`config.mk`:
```
export PLATFORM = sky130hd
export DESIGN_NAME = resonance_peak_finder_flat
export DESIGN_NICKNAME = d
export VERILOG_FILES = /design/src/rpf_pkg.sv /design/src/rpf_if.sv /design/src/rpf_cfg_regs.sv /design/src/rpf_core.sv /design/src/resonance_peak_finder.sv /design/src/flat_wrapper.sv
export SDC_FILE = /design/constraint.sdc
export NUM_CORES = 1
export LEC_CHECK = 0
export ABC_AREA = 1
export BUFFER_PORTS_ARGS = -buffer_cell sky130_fd_sc_hd__buf_2
export CORE_ASPECT_RATIO = 1.5
export CORE_UTILIZATION = 52
export CTS_CLUSTER_SIZE = 8
export DETAILED_ROUTE_END_ITERATION = 10
export PLACE_DENSITY_LB_ADDON = 0.15
export SYNTH_ARGS = -nofsm -noshare
export SYNTH_HDL_FRONTEND = slang
export SYNTH_SLANG_ARGS = --single-unit
export TNS_END_PERCENT = 50
```
`constraint.sdc`:
```
create_clock -name clk -period 5.33 [get_ports clk]
set_clock_uncertainty 0.05 [all_clocks]
set_input_delay 1.066 -clock clk [delete_from_list [all_inputs] [get_ports clk]]
set_output_delay 1.066 -clock clk [all_outputs]
set_load 0.01 [all_outputs]
```
`src/rpf_pkg.sv`:
```
// Package with shared constants, types and register codes of the resonance peak finder.
package rpf_pkg;

  // Size of the peak list and the width of its fill counter.
  localparam int unsigned MAX_PEAKS = 30;
  localparam int unsigned COUNT_W   = $clog2(MAX_PEAKS + 1);

  // Field widths.
  localparam int unsigned FREQ_W   = 20;
  localparam int unsigned MAG_W    = 32;
  localparam int unsigned INDEX_W  = 5;
  localparam int unsigned SPREAD_W = 19;

  // Configuration port geometry.
  localparam int unsigned ADDR_W = 4;
  localparam int unsigned DATA_W = 32;

  // Register indexes (byte address divided by four).
  localparam logic [1:0] REG_MERGE_DISTANCE = 2'd0;
  localparam logic [1:0] REG_NOISE_CUTOFF   = 2'd1;
  localparam logic [1:0] REG_IGNORE_NOISE   = 2'd2;

  // Register reset values.
  localparam logic [FREQ_W-1:0] MERGE_DISTANCE_RST = 20'd160;
  localparam logic [FREQ_W-1:0] NOISE_CUTOFF_RST   = 20'd640;

  // What a reported peak did to the list.
  typedef enum logic [1:0] {
    ACT_APPEND = 2'd0,
    ACT_MERGE  = 2'd1,
    ACT_DROP   = 2'd2
  } action_t;

  // Configuration as seen by the detector.
  typedef struct packed {
    logic [FREQ_W-1:0] merge_distance;
    logic [FREQ_W-1:0] noise_cutoff;
    logic              ignore_noise;
  } cfg_t;

endpackage

```
`src/rpf_if.sv`:
```
// Handshake interfaces for the sample request and the peak request channels.
interface rpf_sample_if;
  logic                          valid;
  logic                          ready;
  logic [rpf_pkg::FREQ_W-1:0]    sample_freq;
  logic [rpf_pkg::MAG_W-1:0]     sample_mag;
  logic                          first_sample;

  modport source (output valid, output sample_freq, output sample_mag,
                  output first_sample, input ready);
  modport sink (input valid, input sample_freq, input sample_mag,
                input first_sample, output ready);
endinterface

interface rpf_peak_if;
  logic                          valid;
  logic                          ready;
  rpf_pkg::action_t              peak_action;
  logic [rpf_pkg::INDEX_W-1:0]   peak_index;
  logic [rpf_pkg::FREQ_W-1:0]    peak_freq;
  logic [rpf_pkg::MAG_W-1:0]     peak_mag;
  logic [rpf_pkg::SPREAD_W-1:0]  peak_spread;

  modport source (output valid, output peak_action, output peak_index,
                  output peak_freq, output peak_mag, output peak_spread, input ready);
  modport sink (input valid, input peak_action, input peak_index,
                input peak_freq, input peak_mag, input peak_spread, output ready);
endinterface

```
`src/rpf_cfg_regs.sv`:
```
// APB-style configuration registers of the resonance peak finder.
module rpf_cfg_regs (
  input  logic                        clk,
  input  logic                        rst,
  input  logic                        psel,
  input  logic                        penable,
  input  logic                        pwrite,
  input  logic [rpf_pkg::ADDR_W-1:0]  paddr,
  input  logic [rpf_pkg::DATA_W-1:0]  pwdata,
  output logic [rpf_pkg::DATA_W-1:0]  prdata,
  output logic                        pready,
  output rpf_pkg::cfg_t               cfg
);

  logic [1:0] reg_sel;
  logic       wr_en;

  assign reg_sel = paddr[3:2];
  assign pready  = 1'b1;
  assign wr_en   = psel && penable && pwrite && pready;

  // Register writes; an address past the last register is ignored.
  always_ff @(posedge clk) begin
    if (rst) begin
      cfg.merge_distance <= rpf_pkg::MERGE_DISTANCE_RST;
      cfg.noise_cutoff   <= rpf_pkg::NOISE_CUTOFF_RST;
      cfg.ignore_noise   <= 1'b0;
    end else if (wr_en) begin
      case (reg_sel)
        rpf_pkg::REG_MERGE_DISTANCE: cfg.merge_distance <= pwdata[rpf_pkg::FREQ_W-1:0];
        rpf_pkg::REG_NOISE_CUTOFF:   cfg.noise_cutoff   <= pwdata[rpf_pkg::FREQ_W-1:0];
        rpf_pkg::REG_IGNORE_NOISE:   cfg.ignore_noise   <= pwdata[0];
        default: ;
      endcase
    end
  end

  // Read-back of the addressed register.
  always_comb begin
    case (reg_sel)
      rpf_pkg::REG_MERGE_DISTANCE:
        prdata = rpf_pkg::DATA_W'(cfg.merge_distance);
      rpf_pkg::REG_NOISE_CUTOFF:
        prdata = rpf_pkg::DATA_W'(cfg.noise_cutoff);
      rpf_pkg::REG_IGNORE_NOISE:
        prdata = rpf_pkg::DATA_W'(cfg.ignore_noise);
      default:
        prdata = '0;
    endcase
  end

endmodule

```
`src/rpf_core.sv`:
```
// Peak detector: input register, curve state, peak decision and result register.
module rpf_core (
  input  logic                 clk,
  input  logic                 rst,
  input  rpf_pkg::cfg_t        cfg,
  rpf_sample_if.sink           sample,
  rpf_peak_if.source           peak
);

  // Input register.
  logic                          in_valid;
  logic [rpf_pkg::FREQ_W-1:0]    in_freq;
  logic [rpf_pkg::MAG_W-1:0]     in_mag;
  logic                          in_first;

  // Curve state.
  logic [rpf_pkg::FREQ_W-1:0]    prev_freq;
  logic [rpf_pkg::MAG_W-1:0]     prev_mag;
  logic [1:0]                    rise_history;
  logic [1:0]                    samples_seen;
  logic [rpf_pkg::FREQ_W-1:0]    ref_peak_freq;
  logic [rpf_pkg::MAG_W-1:0]     ref_peak_mag;
  logic [rpf_pkg::COUNT_W-1:0]   peak_count;

  // Decision logic.
  logic                          restart;
  logic                          rise_now;
  logic                          noise_skip;
  logic                          is_peak;
  logic                          is_append;
  logic                          list_full;
  logic [rpf_pkg::FREQ_W:0]      freq_gap;
  logic [rpf_pkg::FREQ_W:0]      freq_sum;
  logic [rpf_pkg::FREQ_W-1:0]    freq_span;
  logic [rpf_pkg::MAG_W-1:0]     mag_max;
  logic                          advance;

  assign restart    = in_first || (samples_seen == 2'd0);
  assign rise_now   = prev_mag < in_mag;
  assign noise_skip = cfg.ignore_noise && (prev_freq < cfg.noise_cutoff);
  assign is_peak    = !restart && rise_history[1] && rise_history[0] && !rise_now
                      && !noise_skip;

  // Distance of the candidate from the reference peak; bit 20 set means below it.
  assign freq_gap  = {1'b0, prev_freq} - {1'b0, ref_peak_freq};
  assign freq_sum  = {1'b0, prev_freq} + {1'b0, ref_peak_freq};
  assign freq_span = freq_gap[rpf_pkg::FREQ_W] ? (ref_peak_freq - prev_freq)
                                               : freq_gap[rpf_pkg::FREQ_W-1:0];
  assign mag_max   = (prev_mag > ref_peak_mag) ? prev_mag : ref_peak_mag;

  // A merge into an empty list is taken as an append.
  assign is_append = (!freq_gap[rpf_pkg::FREQ_W]
                      && (freq_gap[rpf_pkg::FREQ_W-1:0] > cfg.merge_distance))
                     || (peak_count == '0);
  assign list_full = peak_count == rpf_pkg::COUNT_W'(rpf_pkg::MAX_PEAKS);

  // The held request moves on unless it has a result and the result slot is blocked.
  assign advance      = in_valid && (!is_peak || !peak.valid || peak.ready);
  assign sample.ready = !in_valid || advance;

  // Input register.
  always_ff @(posedge clk) begin
    if (rst) begin
      in_valid <= 1'b0;
    end else if (sample.ready) begin
      in_valid <= sample.valid;
    end
    if (sample.valid && sample.ready) begin
      in_freq  <= sample.sample_freq;
      in_mag   <= sample.sample_mag;
      in_first <= sample.first_sample;
    end
  end

  // Curve state update for each request that leaves the input register.
  always_ff @(posedge clk) begin
    if (rst) begin
      prev_freq     <= '0;
      prev_mag      <= '0;
      rise_history  <= '0;
      samples_seen  <= '0;
      ref_peak_freq <= '0;
      ref_peak_mag  <= '0;
      peak_count    <= '0;
    end else if (advance) begin
      prev_freq <= in_freq;
      prev_mag  <= in_mag;
      if (restart) begin
        rise_history  <= '0;
        samples_seen  <= 2'd1;
        ref_peak_freq <= '0;
        ref_peak_mag  <= '0;
        if (in_first) begin
          peak_count <= '0;
        end
      end else begin
        rise_history <= {rise_history[0], rise_now};
        if (samples_seen != 2'd2) begin
          samples_seen <= samples_seen + 2'd1;
        end
        if (is_peak && is_append) begin
          ref_peak_freq <= prev_freq;
          ref_peak_mag  <= prev_mag;
          if (!list_full) begin
            peak_count <= peak_count + rpf_pkg::COUNT_W'(1);
          end
        end
      end
    end
  end

  // Result register.
  always_ff @(posedge clk) begin
    if (rst) begin
      peak.valid <= 1'b0;
    end else if (advance && is_peak) begin
      peak.valid <= 1'b1;
    end else if (peak.ready) begin
      peak.valid <= 1'b0;
    end
    if (advance && is_peak) begin
      if (is_append) begin
        peak.peak_action <= list_full ? rpf_pkg::ACT_DROP : rpf_pkg::ACT_APPEND;
        peak.peak_index  <= list_full ? '0 : rpf_pkg::INDEX_W'(peak_count);
        peak.peak_freq   <= prev_freq;
        peak.peak_mag    <= prev_mag;
        peak.peak_spread <= '0;
      end else begin
        peak.peak_action <= rpf_pkg::ACT_MERGE;
        peak.peak_index  <= rpf_pkg::INDEX_W'(peak_count - rpf_pkg::COUNT_W'(1));
        peak.peak_freq   <= freq_sum[rpf_pkg::FREQ_W:1];
        peak.peak_mag    <= mag_max;
        peak.peak_spread <= freq_span[rpf_pkg::FREQ_W-1:1];
      end
    end
  end

`ifndef SYNTH
  // The list never holds more than its limit.
  a_count_limit: assert property (@(posedge clk) disable iff (rst)
    peak_count <= rpf_pkg::COUNT_W'(rpf_pkg::MAX_PEAKS))
    else $error("peak count above list limit");

  // A marked first sample empties the list.
  a_restart_clears: assert property (@(posedge clk) disable iff (rst)
    (advance && in_first) |=> (peak_count == '0))
    else $error("restart did not clear the peak count");

  // A waiting result is never overwritten.
  a_no_overwrite: assert property (@(posedge clk) disable iff (rst)
    (peak.valid && !peak.ready) |-> !(advance && is_peak))
    else $error("result register overwritten while stalled");

  // A merge always has a list entry to merge into.
  a_merge_nonempty: assert property (@(posedge clk) disable iff (rst)
    (advance && is_peak && !is_append) |-> (peak_count != '0))
    else $error("merge into an empty list");
`endif

endmodule

```
`src/resonance_peak_finder.sv`:
```
// Top level of the resonance peak finder: configuration registers and detector core.
// The block takes one sample request per clock cycle and keeps that rate under any
// stall pattern that leaves the result slot free. A sample is held in the input
// register, where compare, add and shift logic decides on the previous sample and
// updates the curve state; a peak request is registered as its confirming sample
// leaves that register. Samples that give no peak never wait on the output side;
// a sample that gives a peak waits only while an earlier peak is still not taken.
// Write the configuration registers only while no sample is in flight.
module resonance_peak_finder (
  input  logic                        clk,
  input  logic                        rst,
  input  logic                        psel,
  input  logic                        penable,
  input  logic                        pwrite,
  input  logic [rpf_pkg::ADDR_W-1:0]  paddr,
  input  logic [rpf_pkg::DATA_W-1:0]  pwdata,
  output logic [rpf_pkg::DATA_W-1:0]  prdata,
  output logic                        pready,
  rpf_sample_if.sink                  sample_in,
  rpf_peak_if.source                  peak_out
);

  rpf_pkg::cfg_t cfg;

  // Configuration registers.
  rpf_cfg_regs u_cfg (
    .clk     (clk),
    .rst     (rst),
    .psel    (psel),
    .penable (penable),
    .pwrite  (pwrite),
    .paddr   (paddr),
    .pwdata  (pwdata),
    .prdata  (prdata),
    .pready  (pready),
    .cfg     (cfg)
  );

  // Detector.
  rpf_core u_core (
    .clk    (clk),
    .rst    (rst),
    .cfg    (cfg),
    .sample (sample_in),
    .peak   (peak_out)
  );

endmodule

```
`src/flat_wrapper.sv`:
```
// flat-port wrapper written by rule: the top's interface ports become plain ports
module resonance_peak_finder_flat 
  (clk, rst, psel, penable, pwrite, paddr, pwdata, prdata, pready, sample_in_valid, sample_in_sample_freq, sample_in_sample_mag, sample_in_first_sample, sample_in_ready, peak_out_valid, peak_out_peak_action, peak_out_peak_index, peak_out_peak_freq, peak_out_peak_mag, peak_out_peak_spread, peak_out_ready);
  rpf_sample_if sample_in_i ();
  rpf_peak_if peak_out_i ();
  input  logic clk;
  input  logic rst;
  input  logic psel;
  input  logic penable;
  input  logic pwrite;
  input  logic [rpf_pkg::ADDR_W-1:0] paddr;
  input  logic [rpf_pkg::DATA_W-1:0] pwdata;
  output logic [rpf_pkg::DATA_W-1:0] prdata;
  output logic pready;
  input wire logic [$bits(sample_in_i.valid)-1:0] sample_in_valid;
  input wire logic [$bits(sample_in_i.sample_freq)-1:0] sample_in_sample_freq;
  input wire logic [$bits(sample_in_i.sample_mag)-1:0] sample_in_sample_mag;
  input wire logic [$bits(sample_in_i.first_sample)-1:0] sample_in_first_sample;
  output wire logic [$bits(sample_in_i.ready)-1:0] sample_in_ready;
  output wire logic [$bits(peak_out_i.valid)-1:0] peak_out_valid;
  output wire logic [$bits(peak_out_i.peak_action)-1:0] peak_out_peak_action;
  output wire logic [$bits(peak_out_i.peak_index)-1:0] peak_out_peak_index;
  output wire logic [$bits(peak_out_i.peak_freq)-1:0] peak_out_peak_freq;
  output wire logic [$bits(peak_out_i.peak_mag)-1:0] peak_out_peak_mag;
  output wire logic [$bits(peak_out_i.peak_spread)-1:0] peak_out_peak_spread;
  input wire logic [$bits(peak_out_i.ready)-1:0] peak_out_ready;
  assign sample_in_i.valid = sample_in_valid;
  assign sample_in_i.sample_freq = sample_in_sample_freq;
  assign sample_in_i.sample_mag = sample_in_sample_mag;
  assign sample_in_i.first_sample = sample_in_first_sample;
  assign sample_in_ready = sample_in_i.ready;
  assign peak_out_valid = peak_out_i.valid;
  assign peak_out_peak_action = peak_out_i.peak_action;
  assign peak_out_peak_index = peak_out_i.peak_index;
  assign peak_out_peak_freq = peak_out_i.peak_freq;
  assign peak_out_peak_mag = peak_out_i.peak_mag;
  assign peak_out_peak_spread = peak_out_i.peak_spread;
  assign peak_out_i.ready = peak_out_ready;
  resonance_peak_finder u_core (.clk(clk), .rst(rst), .psel(psel), .penable(penable), .pwrite(pwrite), .paddr(paddr), .pwdata(pwdata), .prdata(prdata), .pready(pready), .sample_in(sample_in_i), .peak_out(peak_out_i));
endmodule
```
==> impl_metrics.toml <==
[cts]
clockBufferDepth = 3
post_cts_resize_count = 0
hold_buffers = 0
clock_latency_ns = 0.55
post-cts-setup-buffers = 0
clock_sink_count = 287
clockRootBuffer = "clkbuf_16"
path_clk_slew_ns = 0.05
cts_tree = "done"
cts_made_buffers = 41
cts_max_level = 2

[routing]
drtIter0Drc = 709
wire_per_inst_um = 17.6
dr.max_layer_used = "met4"
wl_met1_um = 18100
drt_first_pass_iters = 5
met3_length_um = 1750
wl_met2_um = 24600
drt-total-wl_um = 47400
drc_errors = 0
vias_per_cell = 5.34
vias = 14400
ant_nets = 0

[pwr]
p_leak_nw = 8.43
ir_drop_v = 0.000272
power.density_mw_per_mm2 = 337

[die]
die_w_um = 148
ioPinCount = 209
die_h_um = 222
start_util_pct = 52.7
dieArea_mm2 = 0.0329
core_mm2 = 0.0317
num_rows = 80

[timing]
fin_crit_sh_pct = 91.2
fmax_mhz = 206
worst_pin_slew_ns = 1.12
hold_violations = 0
rsz0062_at_grt = "no"
slew_headroom_pct = 25.1
period_minus_slack_ns = 4.86
setup_tns_ns = 0
final_max_slew_viol_count = 0
setup-violations-final = 0

[finish]
layout-drive-gt1-share_pct = 12.9
final_cells = 2691
areaGrowthSynthToFinish_pct = 14.8
layout_common_cells = "inv_1 (300), nand2_1 (275), nor2_1 (232), o21ai_0 (230), a21oi_1 (228)"
final_common_cell = "inv_1"
fin_nets = 2517

[synthesis]
synth_warnings = 0
ys_async_sr_fraction_pct = 0
synth.distinct_cells = 51
yosys.area.top_type = "edfxtp_1"
synth-main-ff-cell = "dfxtp_1"
synth_top_area_share_pct = 23.5
synth_area_mm2 = 0.0167
synth_edf_count = 131
synth_seq_cells = 287
synth_area_leaders = "edfxtp_1 (24%), dfxtp_1 (19%), ha_1 (12%)"
syn_area_per_cell_um2 = 8.06
syn_inst = 2075
ys_seq_area_share_pct = 42.2

[grt]
groute.usage.overall_pct = 29.3
grt_pass1_vias = 14200
grt_max_degree = 105
grt_pass1_wl_um = 74100
overflow = 0
antenna_found_initial = 0

[placed_design]
dpl.cell_count = 2619
routabilityCongestion = 0.949
io_buffers = 181
dp_hpwl_um = 35800

[worst_setup_path]
worstPathRequired_ns = 5.52
cp.arrival_ns = 5.05
r2r_cells = 25
crit_type = "reg -> reg"
path_max_fanout = 34
startpoint_type = "flip-flop"
endpoint_kind = "flip-flop"

[min_path]
whs_path_depth = 2
hp-class = "reg -> reg"

[run_status]
status = "finished, final reports clean"

[job]
drv_cap = 0
area by class of cell:
cell class	count	area [um^2]
clock inverter	3	66.3
tap	410	513
timing repair buffer	223	1260
fill	2921	12500
inverter	310	1170
antenna	1	2.50
multi-input combinational	1389	8000
clock buffer	68	1130
sequential	287	7060
metal layers:
| metal | global-route usage, % | vias to the layer above |
|---|---|---|
| met1 | 31.7 | 6695 |
| li1 | - | 7203 |
| met4 | 17.3 | 0 |
| met3 | 3.29 | 113 |
| met2 | 54.3 | 372 |
| met5 | 0 | - |
metrics by stage:
| step | total power [W] | hold WS, ns | util [%] | setup WS, ns | area (um^2) |
|---|---|---|---|---|---|
| after global placement | 0.00404 | 0.398 | 56.7 | 0.595 | 18000 |
| after global routing | 0.00677 | 0.430 | 60.5 | 0.0664 | 19200 |
| after detailed placement | 0.00407 | 0.407 | 56.7 | 0.516 | 18000 |
| final | 0.00646 | 0.412 | 60.5 | 0.470 | 19200 |
| after floorplan | 0.00357 | 0.389 | - | 1.57 | 16800 |
| after CTS | 0.00649 | 0.414 | 60.5 | 0.475 | 19200 |
path summary, 6_finish.rpt:
| kind | to | slack, ns | from |
|---|---|---|---|
| hold / removal | u_core.u_core.ref_peak_mag[4] | 0.41 | u_core.u_core.ref_peak_mag[4] |
| setup / recovery | u_core.u_core.peak.peak_freq[12] | 0.47 | u_core.u_core.prev_freq[11] |
| setup reg to reg | u_core.u_core.peak.peak_freq[12] | 0.47 | u_core.u_core.prev_freq[11] |
| hold reg to reg | u_core.u_core.ref_peak_mag[4] | 0.41 | u_core.u_core.ref_peak_mag[4] |
cells by family after synthesis:
logic type	Yosys count	synth area share [%]
simple gates	625	15.5
compound gates	543	17.2
buf+inv	410	10.2
flops	287	42.2
fa+ha+maj	169	12.8
xor+xnor	39	2.04
other cells	2	0.0449
state kept, by name, indices dropped and copies added (netlist names):
signal	cells
u_core.u_core.in_valid	1
u_core.u_core.peak_count	5
u_core.u_core.peak.valid	1
u_core.u_core.ref_peak_freq	20
u_core.u_core.ref_peak_mag	32
u_core.u_cfg.cfg	41
u_core.u_core.peak.peak_mag	32
u_core.u_core.prev_freq	20
u_core.u_core.samples_seen	2
u_core.u_core.peak.peak_index	5
u_core.u_core.in_mag	32
u_core.u_core.peak.peak_spread	19
u_core.u_core.peak.peak_freq	20
u_core.u_core.in_freq	20
u_core.u_core.prev_mag	32
u_core.u_core.in_first	1
u_core.u_core.peak.peak_action	2
u_core.u_core.rise_history	2
synth_stat cells, drive strengths merged (4+ instances only):
master	count
nand2	283
nor3	12
or2	4
ha	166
a21oi	228
o21bai	12
nor4	4
inv	308
clkbuf	43
xor2	38
nand3	62
dfxtp	156
o211ai	8
nor2	235
o21a	9
edfxtp	131
nand4	21
o22ai	19
o21ai	249
buf	57
worst max-delay path: stages, from the launching register on:
cell,delay [ns]
dfxtp_1,0.51
inv_1,0.15
ha_1,0.33
nand2_1,0.13
nor2_1,0.15
inv_1,0.08
nor2_1,0.23
inv_1,0.07
nor4_1,0.27
nand2_1,0.13
nand4_1,0.13
xor2_1,0.32
inv_1,0.10
ha_1,0.31
nand4_1,0.11
inv_1,0.07
nand2_1,0.06
nor2_1,0.13
nand2_1,0.07
nand3_1,0.11
nand3_4,0.16
nand2_4,0.14
buf_4,0.37
a21oi_1,0.06
o21ai_0,0.08
o21ai_0,0.19
report_power, final:
part | internal [W] | switching (W)
sequential | 0.00243 | 0.0000692
clock | 0.00144 | 0.000970
combinational | 0.000505 | 0.00104
total | 0.00438 | 0.00208
(Power assumes the default switching activity.)
